$ cat config.mk
export PLATFORM = sky130hd
export DESIGN_NAME = lkvc_cell
export DESIGN_NICKNAME = d
export VERILOG_FILES = /design/src/rtl/lkvc_pkg.sv /design/src/rtl/lkvc_cell.sv
export SDC_FILE = /design/constraint.sdc
export NUM_CORES = 1
export LEC_CHECK = 0
export BUFFER_PORTS_ARGS = -buffer_cell sky130_fd_sc_hd__buf_2
export CORE_ASPECT_RATIO = 1.4
export CORE_MARGIN = 3
export CORE_UTILIZATION = 40
export DETAILED_ROUTE_END_ITERATION = 7
export MAX_ROUTING_LAYER = met4
export PLACE_DENSITY = 0.67
export SLEW_MARGIN = 20
export SYNTH_ARGS = -nofsm -noshare
export SYNTH_HDL_FRONTEND = slang
export SYNTH_SLANG_ARGS = --single-unit
$ cat constraint.sdc
create_clock -name clk -period 4.35 [get_ports clk]
set_input_delay 0.435 -clock clk [delete_from_list [all_inputs] [get_ports clk]]
set_output_delay 0.435 -clock clk [all_outputs]
set_load 0.05 [all_outputs]
$ cat src/rtl/lkvc_pkg.sv
// Package for the LRU keyed value cache: field widths, codes and the
// structs that pass between the top level and the row of cells.
// No dependencies.
package lkvc_pkg;

	localparam int KEY_W       = 32;
	localparam int VAL_W       = 16;
	localparam int STAMP_W     = 32;
	localparam int ENTRIES_DEF = 32;

	localparam logic ACT_SET = 1'b0;
	localparam logic ACT_GET = 1'b1;

	// search word that walks down the row, one cell per cycle
	typedef struct packed {
		logic               vld;
		logic               is_get;
		logic [KEY_W-1:0]   key;
		logic               hit;        // a cell already matched the key
		logic [VAL_W-1:0]   hit_val;
		logic               has_empty;  // first empty slot already found
		logic               vic_set;    // a victim candidate is held
		logic [STAMP_W-1:0] vic_stamp;
	} lkvc_tok_t;

	// update broadcast to every cell at the end of a set scan
	typedef struct packed {
		logic               en;
		logic               hit;
		logic [KEY_W-1:0]   key;
		logic [VAL_W-1:0]   val;
		logic [STAMP_W-1:0] stamp;
	} lkvc_wr_t;

	typedef enum logic [2:0] {
		ST_IDLE = 3'b001,
		ST_SCAN = 3'b010,
		ST_HOLD = 3'b100
	} lkvc_state_t;

endpackage

$ cat src/rtl/lkvc_cell.sv
// One slot of the cache: key, value and age stamp, plus one stage of the
// search word that passes through it. Depends on lkvc_pkg.
module lkvc_cell import lkvc_pkg::*; #(
	parameter int IDX_W    = 5,
	parameter int CELL_IDX = 0
) (
	input  logic             clk,
	input  logic             arst_n,
	input  lkvc_tok_t        tok_i,
	input  logic [IDX_W-1:0] vic_idx_i,
	output lkvc_tok_t        tok_o,
	output logic [IDX_W-1:0] vic_idx_o,
	input  lkvc_wr_t         wr_i,
	input  logic [IDX_W-1:0] wr_idx_i
);

	localparam logic [IDX_W-1:0] MY_IDX = IDX_W'(CELL_IDX);

	logic [KEY_W-1:0]   key_q;
	logic [VAL_W-1:0]   val_q;
	logic [STAMP_W-1:0] stamp_q;

	lkvc_tok_t        tok_nxt;
	logic [IDX_W-1:0] vic_nxt;
	lkvc_tok_t        tok_s1;
	logic [IDX_W-1:0] vic_idx_s1;
	logic             wr_sel;

	always_comb begin
		tok_nxt = tok_i;
		vic_nxt = vic_idx_i;
		if (!tok_i.hit && tok_i.key != '0 && key_q == tok_i.key) begin
			tok_nxt.hit     = 1'b1;
			tok_nxt.hit_val = val_q;
		end
		if (!tok_i.has_empty) begin
			if (key_q == '0) begin
				tok_nxt.has_empty = 1'b1;
				vic_nxt           = MY_IDX;
			end else if (!tok_i.vic_set || stamp_q < tok_i.vic_stamp) begin
				// strict compare keeps the lowest index on ties
				tok_nxt.vic_set   = 1'b1;
				tok_nxt.vic_stamp = stamp_q;
				vic_nxt           = MY_IDX;
			end
		end
	end

	always_ff @(posedge clk or negedge arst_n) begin
		if (!arst_n) begin
			tok_s1 <= '0;
		end else begin
			tok_s1 <= tok_nxt;
		end
	end

	always_ff @(posedge clk) begin
		vic_idx_s1 <= vic_nxt;
	end

	assign tok_o     = tok_s1;
	assign vic_idx_o = vic_idx_s1;

	// hit rewrites the slot holding the key; miss fills the chosen victim
	assign wr_sel = wr_i.en && (wr_i.hit ? (key_q == wr_i.key) : (wr_idx_i == MY_IDX));

	always_ff @(posedge clk or negedge arst_n) begin
		if (!arst_n) begin
			key_q <= '0;
		end else if (wr_sel) begin
			key_q <= wr_i.key;
		end
	end

	always_ff @(posedge clk) begin
		if (wr_sel) begin
			val_q   <= wr_i.val;
			stamp_q <= wr_i.stamp;
		end
	end

endmodule

==> impl_metrics.csv, run 1 <==
group,metric,value,unit
run_status,status,"finished, final reports clean",
cts,clk_root_buffer_cell,"clkbuf_16",
yosys,synth_compound_area_share,2.67,%
critical_path,timing.critical_path.required,4.65,ns
critical_path,critical_path_s_slowest_cell,"a211oi_4",
yosys,synth_commonest_cells,"dfrtp_1 (117), mux2_2 (77), xor2_1 (51)",
timing,rsz0062_at_grt,"no",
pwr,power-per-cell-area,417,nW/um^2
critical_path,critical_path.endpoint_type,"register",
critical_path,timing.critical_path.fanout_max,20,
finish,regArea,4470,sq um
yosys,synth-adder-area-share,5.41,%
timing,worst_clock_skew,0.00766,ns
yosys,synth_ff_type,"dfrtp_1",
timing,tightestPinTransition,0.686,ns
floorplan,core_box_area,17500,sq um
yosys,post_synth_inst_count,496,
yosys,muxShareOfSynthArea,12.6,%
floorplan,dieHeight,164,um
yosys,synth_top_area_share,40.8,%
cts,tritoncts,"done",
timing,period_share,72.8,%
pwr,irDropWorstVdd,0.000223,V
routing,wire_per_inst,19.0,um
routing,via_per_inst,4.96,
critical_path,r2r_setup_slack,1.18,ns
critical_path,cpPeakStageDelay,0.69,ns
yosys,syn_area_per_cell,14.5,sq um
floorplan,die_w,119,um
floorplan,io_pins,269,
yosys,synth.ff_latch_count,170,
pwr,cellLeakagePower,4.47,nW
yosys,syn-num-nets,706,
timing,finalCriticalPeriod,3.17,ns
timing,timing.final.max_slew_violations,0,
yosys,combinational_family_with_the_most_area_after_synthesis,"multiplexers",
global_route,grt_usage,20.6,%
placement,gp_congestion,0.891,
routing,post_route_ant_nets,0,
finish,layout-drive-gt1-share,48.6,%
routing,drt_pre_antenna_iters,4,
yosys,yosysWarningCount,0,
timing,fmax,316,MHz
critical_path,critPathLaunchType,"register",
worst_hold_path,timing.hold.worst.class,"in2async",
global_route,via_count_of_the_first_global_routing_pass,5613,
timing,tns,0,ns
cts,cts.sinks,170,
global_route,antenna_found_initial,5,
yosys,basic_gate_share_of_the_synthesized_area_counting_and_or_nand_and_nor_cells,6.45,%
critical_path,classification_of_the_worst_setup_path,"reg2reg",
run,maxCapViolCount,0,
yosys,synth_sequential_area_ratio,62.3,%
routing,number_of_vias_in_the_routed_layout,5141,
critical_path,worst_ep_arrival_time,3.47,ns
cts,clk_transition_reported_paths,0.06,ns
floorplan,placement_rows,57,
cts,clockBufferDepth,2,
yosys,netlist_area_before_placement,7170,sq um
routing,drt_iter0_markers,219,
yosys,synth_enable_flop_cells,48,
global_route,grt_remaining_overflow,0,
global_route,grt_max_degree,44,
critical_path,crit_path_cell_trace,"ha_1, a21oi_1, o21ai_0, a221oi_1, o211ai_1, a211oi_4, buf_4, mux2_2",
critical_path,timing.rr.start,"stamp_q[23]",
critical_path,timing.reg2reg.worst_path_depth,8,
yosys,synth_xor_xnor_area_share,7.82,%
cts,cts_buffers,17,
routing,drc,0,
floorplan,die_area,19600,sq um
critical_path,rr_endpoint,"tok_o[31]",
yosys,netlist_top_cells_area,"dfrtp_1 (41%), edfxtp_1 (20%), mux2_2 (12%)",
finish,layout.filler_cells,1498,
finish,syn2layout_area_growth,30.6,%
yosys,synth.largest_area_cell,"dfrtp_1",
timing,timing.final.setup_violations,0,
yosys,async_reset_ff_share,68.8,%
cts,post-cts-setup-buffer-count,0,
finish,area_of_the_multi_input_gates,2510,sq um
finish,layout.core_utilization,53.6,%
cts,clock_tree.htree_level_count,4,
cts,clock_latency,0.42,ns
timing,worst_slew_margin_rel,53.8,%
cts,postCtsResizedCells,0,
placement,buffer_ports.inserted,268,
placement,numPlacedInstances,1000,
timing,timing.final.hold_violations,0,
cts,cts_hold_bufs,0,
yosys,post-synth-top-count-cell,"dfrtp_1",
finish,final_cell_count_no_fill,1037,
global_route,grt_first_pass_wirelength,29500,um
yosys,yosysUniqueCellTypes,33,
finish,number_of_nets_in_the_finished_design,993,
floorplan,initial_utilization,41.0,%
placement,detailedPlacementHpwl,15400,um
routing,wirelength,19700,um
[sequential cells by signal, indices dropped and copies added (netlist names)]
| register | flops |
|---|---|
| val_q | 16 |
| vic_idx_o | 5 |
| stamp_q | 32 |
| tok_o | 85 |
| key_q | 32 |
[worst max-delay path by stage]
| stage | slack, ns | start | end |
|---|---|---|---|
| finish | 1.18 | stamp_q[23] | tok_o[31] |
| global route | 1.04 | stamp_q[23] | tok_o[24] |
| CTS | 1.17 | stamp_q[23] | tok_o[27] |
| global placement | 1.07 | tok_i[30] | tok_o[30] |
| detailed placement | 0.98 | tok_i[30] | tok_o[12] |
| floorplan | 1.40 | wr_idx_i[2] | stamp_q[0] |
[metrics by stage]
stage	hold WS (ns)	area [sq um]	power [mW]	worst slack [ns]
2_1_floorplan	0.139	7170	2.22	1.40
3_3_place_gp	0.457	8800	2.47	1.07
3_5_place_dp	0.468	8800	2.49	0.982
4_1_cts	0.0211	9360	3.95	1.17
5_1_grt	0.0510	9370	4.07	1.04
6_report	0.0182	9370	3.91	1.18
[routing by layer]
metal | track usage, % | up-vias | wire length (um)
met3 | 5.31 | 54 | 1440
met4 | 12.1 | 0 | 932
met1 | 22.2 | 2466 | 7280
li1 | - | 2370 | -
met5 | - | - | 0
met2 | 34.5 | 251 | 10000
[cells in the final DEF (no fill, tap or decap), drive strengths merged, types with 6 or more instances in the layout]
cell / instances
a21oi: 15
buf: 275
clkbuf: 20
clkinv: 6
dfrtp: 117
edfxtp: 48
ha: 31
inv: 35
mux2: 80
nand2: 10
nand4: 15
nor2b: 6
nor3: 6
nor4: 30
o21ai: 8
xnor2: 13
xor2: 51
[critical path, delay by kind of cell, from the launching register on]
family / cells / cell delay (ns)
multiplexers: 1 / 0.38
AO/OA/AOI/OAI: 5 / 1.51
buffers and inverters: 1 / 0.41
adder cells (fa/ha/maj): 1 / 0.33
flip-flops: 1 / 0.40
[report_power, final]
part	internal, mW	switching [mW]	total, mW
Sequential	1.74	0.0742	1.81
Clock	0.843	0.613	1.46
Combinational	0.235	0.409	0.644
Total	2.81	1.10	3.91
[cells by family (layout without fill, tap and decap cells)]
kind of cell / count (synthesis) / count (layout)
AO/OA/AOI/OAI: 32 / 32
XOR/XNOR: 64 / 64
adder cells (fa/ha/maj): 31 / 31
buffers and inverters: 40 / 340
flip-flops: 170 / 170
multiplexers: 80 / 80
other: 0 / 5
AND/OR/NAND/NOR: 79 / 79
[final cells by class]
| class | count | area share (%) |
|---|---|---|
| tap | 236 | 3.15 |
| sequential | 170 | 47.7 |
| clock inverter | 12 | 1.32 |
| antenna | 5 | 0.134 |
| clock buffer | 20 | 4.66 |
| inverter | 33 | 1.32 |
| multi-input combinational | 286 | 26.8 |
| timing repair buffer | 275 | 14.9 |
Note: power is estimated with default switching activity, not from simulation.
==> inputs of run 2 (changes only) <==
--- a/config.mk
+++ b/config.mk
@@ -5,13 +5,14 @@
 export SDC_FILE = /design/constraint.sdc
 export NUM_CORES = 1
 export LEC_CHECK = 0
+export ABC_AREA = 1
 export BUFFER_PORTS_ARGS = -buffer_cell sky130_fd_sc_hd__buf_2
 export CORE_ASPECT_RATIO = 1.4
 export CORE_MARGIN = 3
 export CORE_UTILIZATION = 40
 export DETAILED_ROUTE_END_ITERATION = 7
 export MAX_ROUTING_LAYER = met4
-export PLACE_DENSITY = 0.67
+export PLACE_DENSITY = 0.69
 export SLEW_MARGIN = 20
 export SYNTH_ARGS = -nofsm -noshare
 export SYNTH_HDL_FRONTEND = slang
==> constraint.sdc (replaced) <==
create_clock -name clk -period 2.9 [get_ports clk]
set_input_delay 0.29 -clock clk [delete_from_list [all_inputs] [get_ports clk]]
set_output_delay 0.29 -clock clk [all_outputs]
set_load 0.05 [all_outputs]
==> run 2 against run 1 <==
Compared with the run above:
- register-to-register slack lost 0.58 ns
- synthesized area grew 9.0%
- count of clock-buffer cells in the layout shrank 3
- critical path type unchanged
- largest power group unchanged
- critical path depth grew 5
- first-iteration DRC count grew 120%
==> impl_metrics.csv, run 2 <==
group,metric,value,unit
routing,drc,0,
global_route,grt_usage,23.4,%
critical_path,critical-path-top-cell-by-count,"nand2_1",
yosys,synth.ff_latch_count,170,
yosys,netlist_top_cells_area,"dfrtp_1 (37%), edfxtp_1 (18%), nand2_1 (12%)",
finish,number_of_nets_in_the_finished_design,1333,
cts,cts.sinks,170,
cts,clk_transition_reported_paths,0.08,ns
run,maxCapViolCount,0,
yosys,synth_top_area_share,37.4,%
timing,fmax,435,MHz
cts,cts_buffers,17,
yosys,netlist_area_before_placement,7820,sq um
routing,wirelength,24000,um
finish,final_cell_area,10200,sq um
critical_path,cp_top_family,"simple AND/OR/NAND/NOR gates",
timing,tightestPinTransition,0.632,ns
floorplan,core_box_area,18900,sq um
global_route,grt_remaining_overflow,0,
floorplan,initial_utilization,41.4,%
routing,drt_pre_antenna_iters,5,
placement,detailedPlacementHpwl,18900,um
finish,final_common_cell,"buf_2",
critical_path,r2r_setup_slack,0.60,ns
critical_path,worst_path_buffer_plus_inverter_count,1,
placement,dpl_worst_slack,0.594,ns
timing,final_hold_slack,0.0273,ns
cts,clock_tree.htree_level_count,4,
finish,layout-drive-gt1-share,29.3,%
critical_path,crit_path_cell_trace,"ha_1, nand2_1, inv_1, nand3_1, a31oi_1, nor2_1, nand2_1, nand2_1, nand2_1, nand2_1, nand2_2, nand2_1, nand2_1",
placement,buffer_ports.inserted,268,
routing,wire_per_inst,17.4,um
timing,timing.final.setup_violations,0,
placement,gp_congestion,1.00,
critical_path,cpPeakStageDelay,0.48,ns
cts,clk_root_buffer_cell,"clkbuf_16",
timing,timing.final.max_slew_violations,0,
critical_path,classification_of_the_worst_setup_path,"reg2reg",
yosys,yosysUniqueCellTypes,35,
routing,drt_iter0_markers,481,
timing,tns,0,ns
floorplan,die_area,21300,sq um
finish,final_cell_mix,"buf_2 (267), nand2_1 (246), dfrtp_1 (117), nand3_1 (94), inv_1 (89)",
yosys,post_synth_inst_count,833,
global_route,antenna_found_initial,3,
timing,worst_clock_skew,0.0145,ns
pwr,cellLeakagePower,5.28,nW
worst_hold_path,timing.hold.worst.class,"in2reg",
routing,post_route_ant_nets,0,
critical_path,timing.critical_path.fanout_max,32,
cts,clockBufferDepth,2,
finish,layout.filler_cells,1770,
cts,tritoncts,"done",
critical_path,timing.rr.start,"stamp_q[15]",
timing,worst_slew_margin_rel,57.7,%
floorplan,placement_rows,59,
yosys,synth_ff_type,"dfrtp_1",
placement,detailed_place.area,9440,sq um
finish,largest_register_ffs,85,
critical_path,worst_ep_arrival_time,2.66,ns
pwr,power-per-cell-area,601,nW/um^2
pwr,irDropWorstVdd,0.000357,V
timing,period_share,79.3,%
critical_path,critical_path.endpoint_type,"register",
routing,via_per_inst,4.97,
yosys,syn_area_per_cell,9.39,sq um
timing,rsz0062_at_grt,"no",
global_route,via_count_of_the_first_global_routing_pass,6989,
floorplan,io_pins,269,
yosys,async_reset_ff_share,68.8,%
yosys,post-synth-top-count-cell,"nand2_1",
global_route,grt_max_degree,50,
critical_path,timing.critical_path.required,3.26,ns
critical_path,critical_path_s_slowest_cell,"nand2_2",
yosys,synth_commonest_cells,"nand2_1 (246), dfrtp_1 (117), nand3_1 (94)",
finish,syn2layout_area_growth,30.0,%
critical_path,startpoint,"stamp_q[15]",
timing,timing.final.hold_violations,0,
yosys,synth_sequential_area_ratio,57.2,%
worst_hold_path,worstHoldStart,"tok_i[82]",
timing,finalCriticalPeriod,2.30,ns
yosys,yosysWarningCount,0,
floorplan,die_w,124,um
critical_path,critPathLaunchType,"register",
yosys,synth_enable_flop_cells,48,
global_route,grt_first_pass_wirelength,36600,um
timing,setup_slack,0.601,ns
routing,number_of_vias_in_the_routed_layout,6876,
yosys,syn-num-nets,1043,
yosys,synth.largest_area_cell,"dfrtp_1",
run_status,status,"finished, final reports clean",
floorplan,dieHeight,171,um
cts,clock_latency,0.43,ns
-- run 2: cell type report --
type | instances | area [sq um] | share of cell area (%)
clock buffers | 17 | 425 | 4.19
diodes | 3 | 7.51 | 0.0739
well taps | 244 | 305 | 3.00
flip-flops and latches | 170 | 4470 | 44.0
multi-input cells | 550 | 2870 | 28.2
clock inverters | 15 | 154 | 1.51
inverters | 91 | 342 | 3.36
repair buffers | 293 | 1590 | 15.7
-- run 2: cell families (layout without fill, tap and decap cells) --
kind of cell | after synthesis | after routing | synth area share (%)
other | 0 | 3 | 0
buffers and inverters | 113 | 416 | 6.16
AOI/OAI and AO/OA | 29 | 29 | 1.95
adders and majority gates | 31 | 31 | 4.96
and+or+nand+nor | 459 | 459 | 26.3
DFF | 170 | 170 | 57.2
xor gates and xnor gates | 31 | 31 | 3.47
-- run 2: timing repair --
action	CTS	global route
endpoints found under the hold margin	44	1
gates resized for setup	0	0
setup buffers	0	0
hold buffers	13	1
-- run 2: worst register-to-register path, delay by kind of cell, from the launching register on --
family / cells / cell delay (ns)
compound gates: 1 / 0.18
fa+ha+maj: 1 / 0.32
simple gates: 10 / 1.26
buf+inv: 1 / 0.05
flops: 1 / 0.42
-- run 2: layer usage --
metal  GRT usage [%]  up-vias  part of all wire [%]
met4            10.5        0                   3.9
met3            5.10       55                   7.4
met5               -        -                     0
met1            25.1     3226                    36
li1                -     3312                     -
met2            41.1      283                    53
-- run 2: final timing paths --
check | end | depth (start not counted)
setup / recovery | tok_o[1] | 13
setup reg to reg | tok_o[1] | 13
min in group asynchronous | tok_o[39] | 2
hold reg to reg | tok_o[45] | 2
max in group asynchronous | tok_o[62] | 3
hold / removal | tok_o[82] | 1
-- run 2: power by group --
| group | internal [mW] | total (mW) | switching, mW |
|---|---|---|---|
| Clock | 1.15 | 2.24 | 1.08 |
| Combinational | 0.362 | 1.15 | 0.788 |
| Sequential | 2.61 | 2.72 | 0.112 |
-- run 2: through the flow --
stage	power (mW)	instances	utilization, %
2_1_floorplan	3.46	833	-
3_3_place_gp	3.88	1334	49.9
3_5_place_dp	3.91	1334	49.9
4_1_cts	6.15	1379	53.7
5_1_grt	6.39	1383	53.8
6_report	6.11	1383	53.8
==> inputs of run 3 (changes only) <==
--- a/config.mk
+++ b/config.mk
@@ -12,7 +12,7 @@
 export CORE_UTILIZATION = 40
 export DETAILED_ROUTE_END_ITERATION = 7
 export MAX_ROUTING_LAYER = met4
-export PLACE_DENSITY = 0.69
+export PLACE_DENSITY = 0.66
 export SLEW_MARGIN = 20
 export SYNTH_ARGS = -nofsm -noshare
 export SYNTH_HDL_FRONTEND = slang
==> constraint.sdc (replaced) <==
create_clock -name clk -period 2.2 [get_ports clk]
set_input_delay 0.22 -clock clk [delete_from_list [all_inputs] [get_ports clk]]
set_output_delay 0.22 -clock clk [all_outputs]
set_load 0.05 [all_outputs]
==> run 3 against run 2 <==
Compared with the run above:
- hold slack got worse by 0.014 ns
- final area increased by 14%
- largest cell class unchanged
- wire length increased by 7.0%
- critical endpoint is now val_q[9]
- power increased by 36%
- clock skew increased by 0.0025 ns
- highest routed layer unchanged
==> impl_metrics.csv, run 3 (same netlist as run 2, synthesis figures left out) <==
group,metric,value,unit
finish,final_cell_area,11600,sq um
placement,detailedPlacementHpwl,18800,um
cts,cts_buffers,17,
cts,clock_latency,0.44,ns
cts,clock_tree.htree_level_count,4,
critical_path,critPathLaunchType,"register",
routing,wire_per_inst,17.1,um
placement,buffer_ports.inserted,268,
routing,drc,0,
placement,numPlacedInstances,1345,
finish,final_cell_count_no_fill,1508,
timing,timing.final.hold_violations,0,
timing,timing.final.setup_violations,0,
finish,number_of_nets_in_the_finished_design,1460,
critical_path,startpoint,"key_q[13]",
routing,number_of_vias_in_the_routed_layout,7383,
cts,clk_root_buffer_cell,"clkbuf_16",
placement,gp_congestion,0.921,
critical_path,timing.critical_path.required,2.35,ns
floorplan,dieHeight,171,um
run_status,status,"finished, final reports clean",
cts,clk_transition_reported_paths,0.07,ns
floorplan,placement_rows,59,
pwr,design_power_total,8.31,mW
pwr,power-per-cell-area,718,nW/um^2
finish,final_cell_mix,"buf_2 (267), nand2_1 (244), dlygate4sd3_1 (127), dfrtp_1 (114), nand3_1 (93)",
timing,setup_slack,0.135,ns
global_route,antenna_found_initial,1,
finish,largest_register_ffs,85,
cts,cts.sinks,170,
routing,via_per_inst,4.90,
global_route,via_count_of_the_first_global_routing_pass,7476,
timing,tightestPinTransition,0.563,ns
timing,timing.final.max_slew_violations,0,
pwr,irDropWorstVdd,0.000499,V
worst_hold_path,timing.hold.worst.class,"in2reg",
critical_path,worst_ep_arrival_time,2.21,ns
finish,syn2layout_area_growth,48.0,%
timing,worst_slew_margin_rel,62.4,%
critical_path,timing.rr.start,"key_q[13]",
pwr,cellLeakagePower,5.86,nW
floorplan,die_area,21300,sq um
critical_path,classification_of_the_worst_setup_path,"reg2reg",
finish,final_common_cell,"buf_2",
critical_path,critical_path.endpoint_type,"register",
floorplan,initial_utilization,41.4,%
floorplan,core_box_area,18900,sq um
finish,layout.filler_cells,1604,
timing,fmax,484,MHz
floorplan,die_w,124,um
routing,wirelength,25700,um
worst_hold_path,worstHoldStart,"tok_i[48]",
finish,regArea,4470,sq um
timing,worst_clock_skew,0.0170,ns
global_route,grt_remaining_overflow,0,
cts,clockBufferDepth,2,
global_route,grt_max_degree,49,
global_route,grt_first_pass_wirelength,38900,um
floorplan,io_pins,269,
timing,finalCriticalPeriod,2.06,ns
cts,tritoncts,"done",
global_route,grt_usage,24.7,%
timing,period_share,93.8,%
routing,post_route_ant_nets,0,
placement,detailed_place.area,9560,sq um
finish,layout-drive-gt1-share,28.3,%
finish,area_of_the_multi_input_gates,2930,sq um
run,maxCapViolCount,0,
critical_path,timing.critical_path.fanout_max,15,
routing,drt_pre_antenna_iters,4,
routing,drt_iter0_markers,449,
placement,dpl_worst_slack,0.142,ns
-- run 3: layer usage --
metal	routed length, um	global-route usage (%)
met1	9500	26.6
met2	13800	44.4
met4	892	9.39
met3	1560	5.07
met5	0	-
-- run 3: repair_timing --
action                     in CTS  in global routing
setup endpoints to repair       0                 63
buffers inserted                0                  0
hold endpoints to repair      161                  0
gates resized for setup         0                 20
hold buffers                  127                  0
-- run 3: final timing paths --
path | slack, ns | cells after the start | end
setup / recovery | 0.14 | 11 | val_q[9]
hold / removal | 0.01 | 3 | tok_o[48]
setup reg to reg | 0.14 | 11 | val_q[9]
hold reg to reg | 0.48 | 2 | tok_o[48]
max in group asynchronous | 1.19 | 3 | key_q[13]
min in group asynchronous | 0.30 | 2 | tok_o[10]
-- run 3: cell type report --
type | instances | share of cell area (%)
Clock inverter | 14 | 1.28
Clock buffer | 18 | 3.79
Multi-Input combinational cell | 550 | 25.3
Inverter | 91 | 2.98
Timing Repair Buffer | 420 | 25.3
Antenna cell | 1 | 0.0216
Tap cell | 244 | 2.64
Sequential cell | 170 | 38.6
-- run 3: where the power goes --
part	switching, mW	leakage [nW]	total (mW)	internal (mW)
logic	1.10	3.68	1.76	0.661
clock network	1.42	0.292	2.97	1.55
registers	0.137	1.90	3.58	3.44
-- run 3: through the flow --
stage / TNS [ns] / hold WS [ns] / utilization [%]
after global placement: 0 / 0.238 / 50.6
after CTS: 0 / 0.00157 / 60.4
after global routing: -0.193 / 0.0138 / 61.2
after floorplan: -1.09 / -0.0756 / -
after detailed placement: 0 / 0.247 / 50.6
final: 0 / 0.0133 / 61.2
-- run 3: worst max-delay path, cell delays in order, from the launching register on --
cell,delay [ns]
dfrtp_2,0.41
inv_1,0.07
nand2_1,0.10
nand4_1,0.12
nor3_2,0.17
nand2_1,0.08
nor2_1,0.17
nand3_1,0.11
nand2_2,0.12
nand2_4,0.07
clkinvlp_4,0.14
clkbuf_16,0.20
